===== src/rtl/cifir_pkg.sv =====
// ----------------------------------------------------------------------------
// cifir_pkg
// Shared types and constants for the complex Q15 direct-form-I IIR filter:
// transaction payloads, complex sample type, command codes and MAC control.
// ----------------------------------------------------------------------------
package cifir_pkg;

    // Default tap counts
    localparam int FF_TAPS_DEF = 8;
    localparam int FB_TAPS_DEF = 8;

    // Q15 fraction bits
    localparam int FRAC_BITS = 15;
    localparam int ACC_W     = 32;

    // Command codes
    localparam logic CMD_FILTER = 1'b0;
    localparam logic CMD_COEF   = 1'b1;

    // Coefficient store select
    localparam logic SIDE_FF = 1'b0;
    localparam logic SIDE_FB = 1'b1;

    // Complex Q15 value
    typedef struct packed {
        logic signed [15:0] re;
        logic signed [15:0] im;
    } cplx_t;

    // Request transaction payload
    typedef struct packed {
        logic               command;
        logic               first_of_block;
        logic signed [15:0] sample_re;
        logic signed [15:0] sample_im;
        logic               coef_side;
        logic [2:0]         coef_index;
        logic signed [15:0] coef_re;
        logic signed [15:0] coef_im;
    } req_item_t;

    // Response transaction payload
    typedef struct packed {
        logic signed [15:0] out_re;
        logic signed [15:0] out_im;
    } rsp_item_t;

    // Per-tap control for the MAC unit
    typedef struct packed {
        logic vld;    // a tap product is presented
        logic fb;     // feedback side: subtract
        logic first;  // first tap of its side
        logic last;   // last tap of the sample
    } mac_ctl_t;

endpackage


===== src/rtl/complex_fixed_iir_filter.sv =====
// ----------------------------------------------------------------------------
// complex_fixed_iir_filter
// Direct-form-I IIR filter on complex Q15 samples with loadable complex
// coefficients. Coefficients and histories live in two synchronous memories
// walked one tap per cycle through a shared complex MAC.
// ----------------------------------------------------------------------------
//  Channel | Ports                      | Payload
//  --------+----------------------------+------------------------------------
//  request | req_valid, req_stall, req  | command, sample, coefficient write
//  result  | rsp_valid, rsp_stall, rsp  | filtered sample (filter cmd only)
//
//  A coefficient write leaves the block idle for the next request. A filter
//  transaction holds req_stall until its walk ends; the single MAC reads one
//  tap per cycle from the memory read port. Reset clears all stores through
//  per-entry valid bits.
//  A result waits in the output register under stall while the next
//  transaction is accepted; the walk holds at its end until that register
//  is free.
// ----------------------------------------------------------------------------
module complex_fixed_iir_filter
    import cifir_pkg::*;
#(
    parameter int FF_TAPS = FF_TAPS_DEF,
    parameter int FB_TAPS = FB_TAPS_DEF
)
(
    input  logic      clk,
    input  logic      rst_n,
    input  logic      req_valid,
    output logic      req_stall,
    input  req_item_t req,
    output logic      rsp_valid,
    input  logic      rsp_stall,
    output rsp_item_t rsp
);

    // Both sides share one address space: feed-forward first, then feedback
    localparam int DEPTH = FF_TAPS + FB_TAPS;
    localparam int AW    = $clog2(DEPTH);
    localparam int N_MAC = DEPTH - 1;

    localparam logic [AW-1:0] CNT_LAST = AW'(N_MAC - 1);
    localparam logic [AW-1:0] FB_START = AW'(FF_TAPS);
    localparam logic [AW-1:0] Y1_ADDR  = AW'(FF_TAPS + 1);

    // State codes
    localparam logic [1:0] ST_IDLE   = 2'd0;
    localparam logic [1:0] ST_ISSUE  = 2'd1;
    localparam logic [1:0] ST_WAIT   = 2'd2;
    localparam logic [1:0] ST_FINISH = 2'd3;

    logic [1:0]       state_reg, state_next;
    logic [AW-1:0]    cnt_reg, cnt_next;
    cplx_t            cur_reg;
    cplx_t            held_reg;

    // Memories and their valid bits
    cplx_t            coef_mem [DEPTH];
    cplx_t            hist_mem [DEPTH];
    logic [DEPTH-1:0] coef_vld_reg;
    logic [DEPTH-1:0] hist_vld_reg;
    cplx_t            coef_rd_reg, hist_rd_reg;
    logic             coef_rv_reg, hist_rv_reg;

    // Issue stage
    logic             req_acc;
    logic             iss_vld, iss_fb;
    logic [AW-1:0]    iss_addr;
    mac_ctl_t         iss_ctl;
    logic             iss_wr, iss_cur;

    // Data stage (aligned with memory read data)
    mac_ctl_t         ctl1_reg;
    logic             wr1_reg, cur1_reg;
    logic [AW-1:0]    addr1_reg;

    // Write ports
    logic             coef_we;
    logic [AW-1:0]    coef_waddr;
    cplx_t            coef_wdata;
    logic             hist_we;
    logic [AW-1:0]    hist_waddr;
    cplx_t            hist_wdata;

    // MAC operands and result
    cplx_t            hist_a, op_a, op_b;
    logic [ACC_W-1:0] acc_re, acc_im;
    logic             mac_done;
    rsp_item_t        res;
    logic             out_space, finish_go;
    logic             out_valid_reg;
    rsp_item_t        out_reg;

    assign req_stall = (state_reg != ST_IDLE);
    assign req_acc   = req_valid && !req_stall;

    // Coefficient write decode; out-of-range index is dropped
    always_comb
    begin
        coef_we    = 1'b0;
        coef_waddr = '0;
        coef_wdata = '{re: req.coef_re, im: req.coef_im};
        if (req_acc && req.command == CMD_COEF)
        begin
            if (req.coef_side == SIDE_FF)
            begin
                coef_we    = ({29'd0, req.coef_index} < FF_TAPS);
                coef_waddr = AW'({29'd0, req.coef_index});
            end
            else
            begin
                coef_we    = ({29'd0, req.coef_index} < FB_TAPS);
                coef_waddr = AW'(FF_TAPS + {29'd0, req.coef_index});
            end
        end
    end

    // Tap walk: feed-forward taps 0..FF-1, then feedback taps 1..FB-1
    assign iss_vld  = (state_reg == ST_ISSUE);
    assign iss_fb   = (cnt_reg >= FB_START);
    assign iss_addr = iss_fb ? (cnt_reg + 1'b1) : cnt_reg;
    assign iss_cur  = (cnt_reg == '0);
    assign iss_wr   = !(cnt_reg == '0) && !(cnt_reg == FB_START);
    assign iss_ctl  = '{vld:   iss_vld,
                        fb:    iss_fb,
                        first: (cnt_reg == '0) || (cnt_reg == FB_START),
                        last:  (cnt_reg == CNT_LAST)};

    // Finish: write y[1] and load the output register together
    assign out_space = !out_valid_reg || !rsp_stall;
    assign finish_go = (state_reg == ST_FINISH) && out_space;
    assign res       = '{out_re: acc_re[FRAC_BITS+15:FRAC_BITS],
                         out_im: acc_im[FRAC_BITS+15:FRAC_BITS]};

    // History write: shift during the walk, newest output at the end
    always_comb
    begin
        hist_we    = 1'b0;
        hist_waddr = addr1_reg;
        hist_wdata = held_reg;
        if (finish_go)
        begin
            hist_we    = 1'b1;
            hist_waddr = Y1_ADDR;
            hist_wdata = '{re: res.out_re, im: res.out_im};
        end
        else if (ctl1_reg.vld && wr1_reg)
        begin
            hist_we = 1'b1;
        end
    end

    // Memories
    always_ff @(posedge clk)
    begin
        if (coef_we)
        begin
            coef_mem[coef_waddr] <= coef_wdata;
        end
        coef_rd_reg <= coef_mem[iss_addr];
    end

    always_ff @(posedge clk)
    begin
        if (hist_we)
        begin
            hist_mem[hist_waddr] <= hist_wdata;
        end
        hist_rd_reg <= hist_mem[iss_addr];
    end

    // Valid bits: unwritten or cleared entries read as zero
    always_ff @(posedge clk or negedge rst_n)
    begin
        if (!rst_n)
        begin
            coef_vld_reg <= '0;
            hist_vld_reg <= '0;
            coef_rv_reg  <= 1'b0;
            hist_rv_reg  <= 1'b0;
        end
        else
        begin
            if (coef_we)
            begin
                coef_vld_reg[coef_waddr] <= 1'b1;
            end
            if (req_acc && req.command == CMD_FILTER && req.first_of_block)
            begin
                hist_vld_reg <= '0;
            end
            else if (hist_we)
            begin
                hist_vld_reg[hist_waddr] <= 1'b1;
            end
            coef_rv_reg <= coef_vld_reg[iss_addr];
            hist_rv_reg <= hist_vld_reg[iss_addr];
        end
    end

    // Operand select
    assign hist_a = hist_rv_reg ? hist_rd_reg : '0;
    assign op_a   = cur1_reg ? cur_reg : hist_a;
    assign op_b   = coef_rv_reg ? coef_rd_reg : '0;

    // Data stage payload
    always_ff @(posedge clk)
    begin
        wr1_reg   <= iss_wr;
        cur1_reg  <= iss_cur;
        addr1_reg <= iss_addr;
        if (req_acc && req.command == CMD_FILTER)
        begin
            cur_reg <= '{re: req.sample_re, im: req.sample_im};
        end
        if (ctl1_reg.vld)
        begin
            held_reg <= op_a;
        end
        if (finish_go)
        begin
            out_reg <= res;
        end
    end

    // Sequencer
    always_comb
    begin
        state_next = state_reg;
        cnt_next   = cnt_reg;
        unique case (state_reg)
            ST_IDLE:
            begin
                cnt_next = '0;
                if (req_acc && req.command == CMD_FILTER)
                begin
                    state_next = ST_ISSUE;
                end
            end
            ST_ISSUE:
            begin
                cnt_next = cnt_reg + 1'b1;
                if (cnt_reg == CNT_LAST)
                begin
                    state_next = ST_WAIT;
                end
            end
            ST_WAIT:
            begin
                if (mac_done)
                begin
                    state_next = ST_FINISH;
                end
            end
            ST_FINISH:
            begin
                if (out_space)
                begin
                    state_next = ST_IDLE;
                end
            end
            default:
            begin
                state_next = ST_IDLE;
            end
        endcase
    end

    always_ff @(posedge clk or negedge rst_n)
    begin
        if (!rst_n)
        begin
            state_reg     <= ST_IDLE;
            cnt_reg       <= '0;
            ctl1_reg      <= '0;
            out_valid_reg <= 1'b0;
        end
        else
        begin
            state_reg <= state_next;
            cnt_reg   <= cnt_next;
            ctl1_reg  <= iss_ctl;
            if (finish_go)
            begin
                out_valid_reg <= 1'b1;
            end
            else if (!rsp_stall)
            begin
                out_valid_reg <= 1'b0;
            end
        end
    end

    // Shared complex MAC
    cifir_mac u_mac (
        .clk    (clk),
        .rst_n  (rst_n),
        .ctl    (ctl1_reg),
        .a      (op_a),
        .b      (op_b),
        .acc_re (acc_re),
        .acc_im (acc_im),
        .done   (mac_done)
    );

    assign rsp_valid = out_valid_reg;
    assign rsp       = out_reg;

endmodule


===== src/rtl/cifir_mac.sv =====
// ----------------------------------------------------------------------------
// cifir_mac
// Shared complex multiply-accumulate. One tap per cycle: four 16x16 products
// are registered, then combined and added into (feed-forward) or subtracted
// from (feedback) a 32-bit wrapping accumulator pair.
// ----------------------------------------------------------------------------
module cifir_mac
    import cifir_pkg::*;
(
    input  logic             clk,
    input  logic             rst_n,
    input  mac_ctl_t         ctl,
    input  cplx_t            a,
    input  cplx_t            b,
    output logic [ACC_W-1:0] acc_re,
    output logic [ACC_W-1:0] acc_im,
    output logic             done
);

    mac_ctl_t                ctl_reg;
    logic signed [ACC_W-1:0] rr_reg, ii_reg, ri_reg, ir_reg;
    logic [ACC_W-1:0]        acc_re_reg, acc_im_reg;
    logic [ACC_W-1:0]        acc_re_next, acc_im_next;
    logic [ACC_W-1:0]        prod_re, prod_im;
    logic [ACC_W-1:0]        base_re, base_im;
    logic                    done_reg;

    // Product stage control
    always_ff @(posedge clk or negedge rst_n)
    begin
        if (!rst_n)
        begin
            ctl_reg  <= '0;
            done_reg <= 1'b0;
        end
        else
        begin
            ctl_reg  <= ctl;
            done_reg <= ctl_reg.vld && ctl_reg.last;
        end
    end

    // Partial products, exact in 32 bits
    always_ff @(posedge clk)
    begin
        rr_reg <= a.re * b.re;
        ii_reg <= a.im * b.im;
        ri_reg <= a.re * b.im;
        ir_reg <= a.im * b.re;
    end

    // Combine products, wrapping at 32 bits
    assign prod_re = ACC_W'(rr_reg) - ACC_W'(ii_reg);
    assign prod_im = ACC_W'(ri_reg) + ACC_W'(ir_reg);

    // First feedback tap: drop the fraction of the feed-forward sum
    assign base_re = {acc_re_reg[ACC_W-1:FRAC_BITS], {FRAC_BITS{1'b0}}};
    assign base_im = {acc_im_reg[ACC_W-1:FRAC_BITS], {FRAC_BITS{1'b0}}};

    // Accumulate
    always_comb
    begin
        acc_re_next = acc_re_reg;
        acc_im_next = acc_im_reg;
        if (ctl_reg.vld)
        begin
            if (!ctl_reg.fb && ctl_reg.first)
            begin
                acc_re_next = prod_re;
                acc_im_next = prod_im;
            end
            else if (!ctl_reg.fb)
            begin
                acc_re_next = acc_re_reg + prod_re;
                acc_im_next = acc_im_reg + prod_im;
            end
            else if (ctl_reg.first)
            begin
                acc_re_next = base_re - prod_re;
                acc_im_next = base_im - prod_im;
            end
            else
            begin
                acc_re_next = acc_re_reg - prod_re;
                acc_im_next = acc_im_reg - prod_im;
            end
        end
    end

    always_ff @(posedge clk)
    begin
        acc_re_reg <= acc_re_next;
        acc_im_reg <= acc_im_next;
    end

    assign acc_re = acc_re_reg;
    assign acc_im = acc_im_reg;
    assign done   = done_reg;

endmodule


===== config.mk =====
export PLATFORM = sky130hd
export DESIGN_NAME = complex_fixed_iir_filter
export DESIGN_NICKNAME = d
export VERILOG_FILES = /design/src/rtl/cifir_pkg.sv /design/src/rtl/complex_fixed_iir_filter.sv /design/src/rtl/cifir_mac.sv
export SDC_FILE = /design/constraint.sdc
export NUM_CORES = 2
export LEC_CHECK = 0
export ABC_CLOCK_PERIOD_IN_PS = 9150
export BUFFER_PORTS_ARGS = -buffer_cell sky130_fd_sc_hd__clkbuf_2
export CORE_ASPECT_RATIO = 0.7
export CORE_UTILIZATION = 40
export DETAILED_ROUTE_END_ITERATION = 7
export HOLD_SLACK_MARGIN = 0.03
export SYNTH_ARGS = -nofsm -noshare
export SYNTH_HDL_FRONTEND = slang
export SYNTH_HIERARCHICAL = 1
export SYNTH_SLANG_ARGS = --single-unit
export TNS_END_PERCENT = 20

===== constraint.sdc =====
create_clock -name clk -period 9.15 [get_ports clk]
set_input_delay 0.4575 -clock clk [delete_from_list [all_inputs] [get_ports clk]]
set_output_delay 0.4575 -clock clk [all_outputs]
set_load 0.02 [all_outputs]

==> results.yml <==
worst_setup_path:
  cp_max_fo: 32
  cp.required_ns: 9.78
  critPathTopFamily: "adder cells"
  path_cells: "nor2b_4 -> buf_4 -> buf_4 -> a22o_1 -> buf_4 -> nand2_1 -> fa_1 -> inv_1 -> fa_1 -> fa_1 -> fa_1 -> fa_1 -> inv_1 -> fa_1 -> inv_1 -> ha_1 -> a2111oi_0 -> and3b_1 -> o211a_1 -> o31ai_1 -> buf_4 -> a41oi_1 -> a21oi_1 -> xnor2_1"
  worst_setup_path_end_kind: "flip-flop"
  path_class: "reg2reg"
  path_buf_inv: 7
  path_common_cell: "fa_1"
  cp-start-kind: "flip-flop"
  worst_path_max_delay_cell: "a2111oi_0"
  max_stage_delay_ns: 0.82
  worst-endpoint-arrival_ns: 8.97
global_routing:
  antenna_found_initial: 29
  grt_pass1_wl_um: 471000
  grt_pass1_vias: 72400
  grt_overflow_total: 0
  track_usage_pct: 23.9
  grt_max_degree: 146
timing:
  fin_crit_sh_pct: 91.1
  slew_viol_final: 0
  rsz0062_at_grt: "no"
  max_freq_mhz: 120
  fin_skew_ns: 0.109
  tightest_slew_ns: 1.44
  finalSetupViolations: 0
  final.setup.tns_ns: 0
  period_needed_ns: 8.34
  finalHoldViolations: 0
  relSlewSlack_pct: 3.33
  whs_ns: 0.0642
pwr:
  p_per_area_nw_per_um2: 382
  power.leakage_nw: 48.2
  irDropWorstVdd_mv: 0.243
finish:
  fill_cells: 24000
  layout_common_cells: "inv_1, edfxtp_1, fa_1, nand2_1, mux2i_1"
  mostFrequentLayoutCell: "inv_1"
  layout.nets: 10900
  top_regs: "coef_mem (512), hist_mem (512)"
  syn2layout_area_growth_pct: 9.46
  drive_gt1_share_pct: 7.68
  final_cells: 12800
clock_tree:
  clockBufferDepth: 4
  clk_latency_ns: 0.84
  clkSinkCount: 1426
  cts_buffers: 151
  clk_pin_slew_ns: 0.06
  cts_tree: "done"
  post_cts_resize_count: 0
  root_buffer: "clkbuf_16"
  cts.htree.levels: 4
place:
  dp_hpwl_um: 221000
  place_congestion: 0.923
  portBuffers: 107
  dpl.cell_count: 12500
route:
  wl_per_cell_um: 24.7
  drt_iter0_drc: 7510
  via_count: 71700
  routed_wirelength_um: 316000
  drcViolationCount: 16
  viasPerCell: 5.59
  antenna_left: 0
  firstDrtPassIters: 8
run_status:
  violations: "DRC"
  outcome: "finished with violations"
floorplan:
  fp.dieW_um: 614
  row_count: 156
  start_util_pct: 40.4
  num_io_pins: 108
  dieArea_um2: 264000
  core_region_area_um2: 259000
  dieHeight_um: 430
synth:
  synth.avg_cell_area_um2: 11.4
  yosys_warnings: 6
  netlist_area_um2: 105000
  syn-num-nets: 10900
  syn_inst: 9221
worst_hold_path:
  worst_hold_path_type: "in2reg"
run:
  max_cap_viol_count: 0
final cells by class:
type	count	area, µm²	area share [%]
multi-input combinational	5992	57500	50.2
sequential	1426	40600	35.4
inverter	1314	4930	4.30
tap	3476	4350	3.79
clock buffer	196	4180	3.65
timing repair buffer	344	2530	2.21
clock inverter	68	493	0.430
antenna	8	20.0	0.0175
per-stage QoR:
stage	total power [mW]	util [%]	setup slack, ns	cell area [µm²]
2_1_floorplan	28.6	-	2.22	105000
3_3_place_gp	36.7	42.3	1.25	110000
3_5_place_dp	37.2	42.3	1.13	110000
4_1_cts	43.4	44.2	1.04	115000
5_1_grt	46.9	44.2	0.601	115000
6_report	43.8	44.2	0.812	115000
worst paths after layout:
path / from / to / slack [ns] / cells after the start
worst max register to register: hist_rv_reg / u_mac/ri_reg[30] / 0.81 / 24
worst min register to register: ctl1_reg[0] / u_mac/ctl_reg[0] / 0.35 / 0
max in group asynchronous: rst_n / u_mac/ctl_reg[2] / 8.15 / 3
worst min-delay path: req[21] / coef_mem[3][21] / 0.06 / 1
min in group asynchronous: rst_n / hist_vld_reg[15] / 0.37 / 3
worst max-delay path: hist_rv_reg / u_mac/ri_reg[30] / 0.81 / 24
worst register-to-register path: cells and delay by family (launching register included):
family | cells | cell delay, ns
buf+inv | 7 | 1.22
flops | 1 | 0.35
xor+xnor | 1 | 0.16
simple gates | 3 | 1.08
fa+ha+maj | 7 | 3.36
compound gates | 6 | 1.95
power by group:
part | switching (mW) | internal (mW) | total [mW] | leakage (nW)
sequential | 1.04 | 8.87 | 9.90 | 13.0
clock | 2.67 | 3.37 | 6.04 | 2.30
combinational | 17.7 | 10.2 | 27.9 | 32.9
total | 21.4 | 22.4 | 43.8 | 48.2
per-layer routing:
layer / GRT usage (%) / up-vias / routed length, µm
li1: - / 31400 / -
met1: 36.4 / 36800 / 145000
met2: 33.7 / 3122 / 130000
met3: 5.82 / 386 / 32500
met4: 6.50 / 14 / 9270
met5: 0 / - / 94
what timing repair did:
item | in CTS | in global routing
hold endpoints to repair | 123 | 0
hold buffers | 41 | 0
setup buffers | 0 | 0
(Power assumes the default switching activity.)
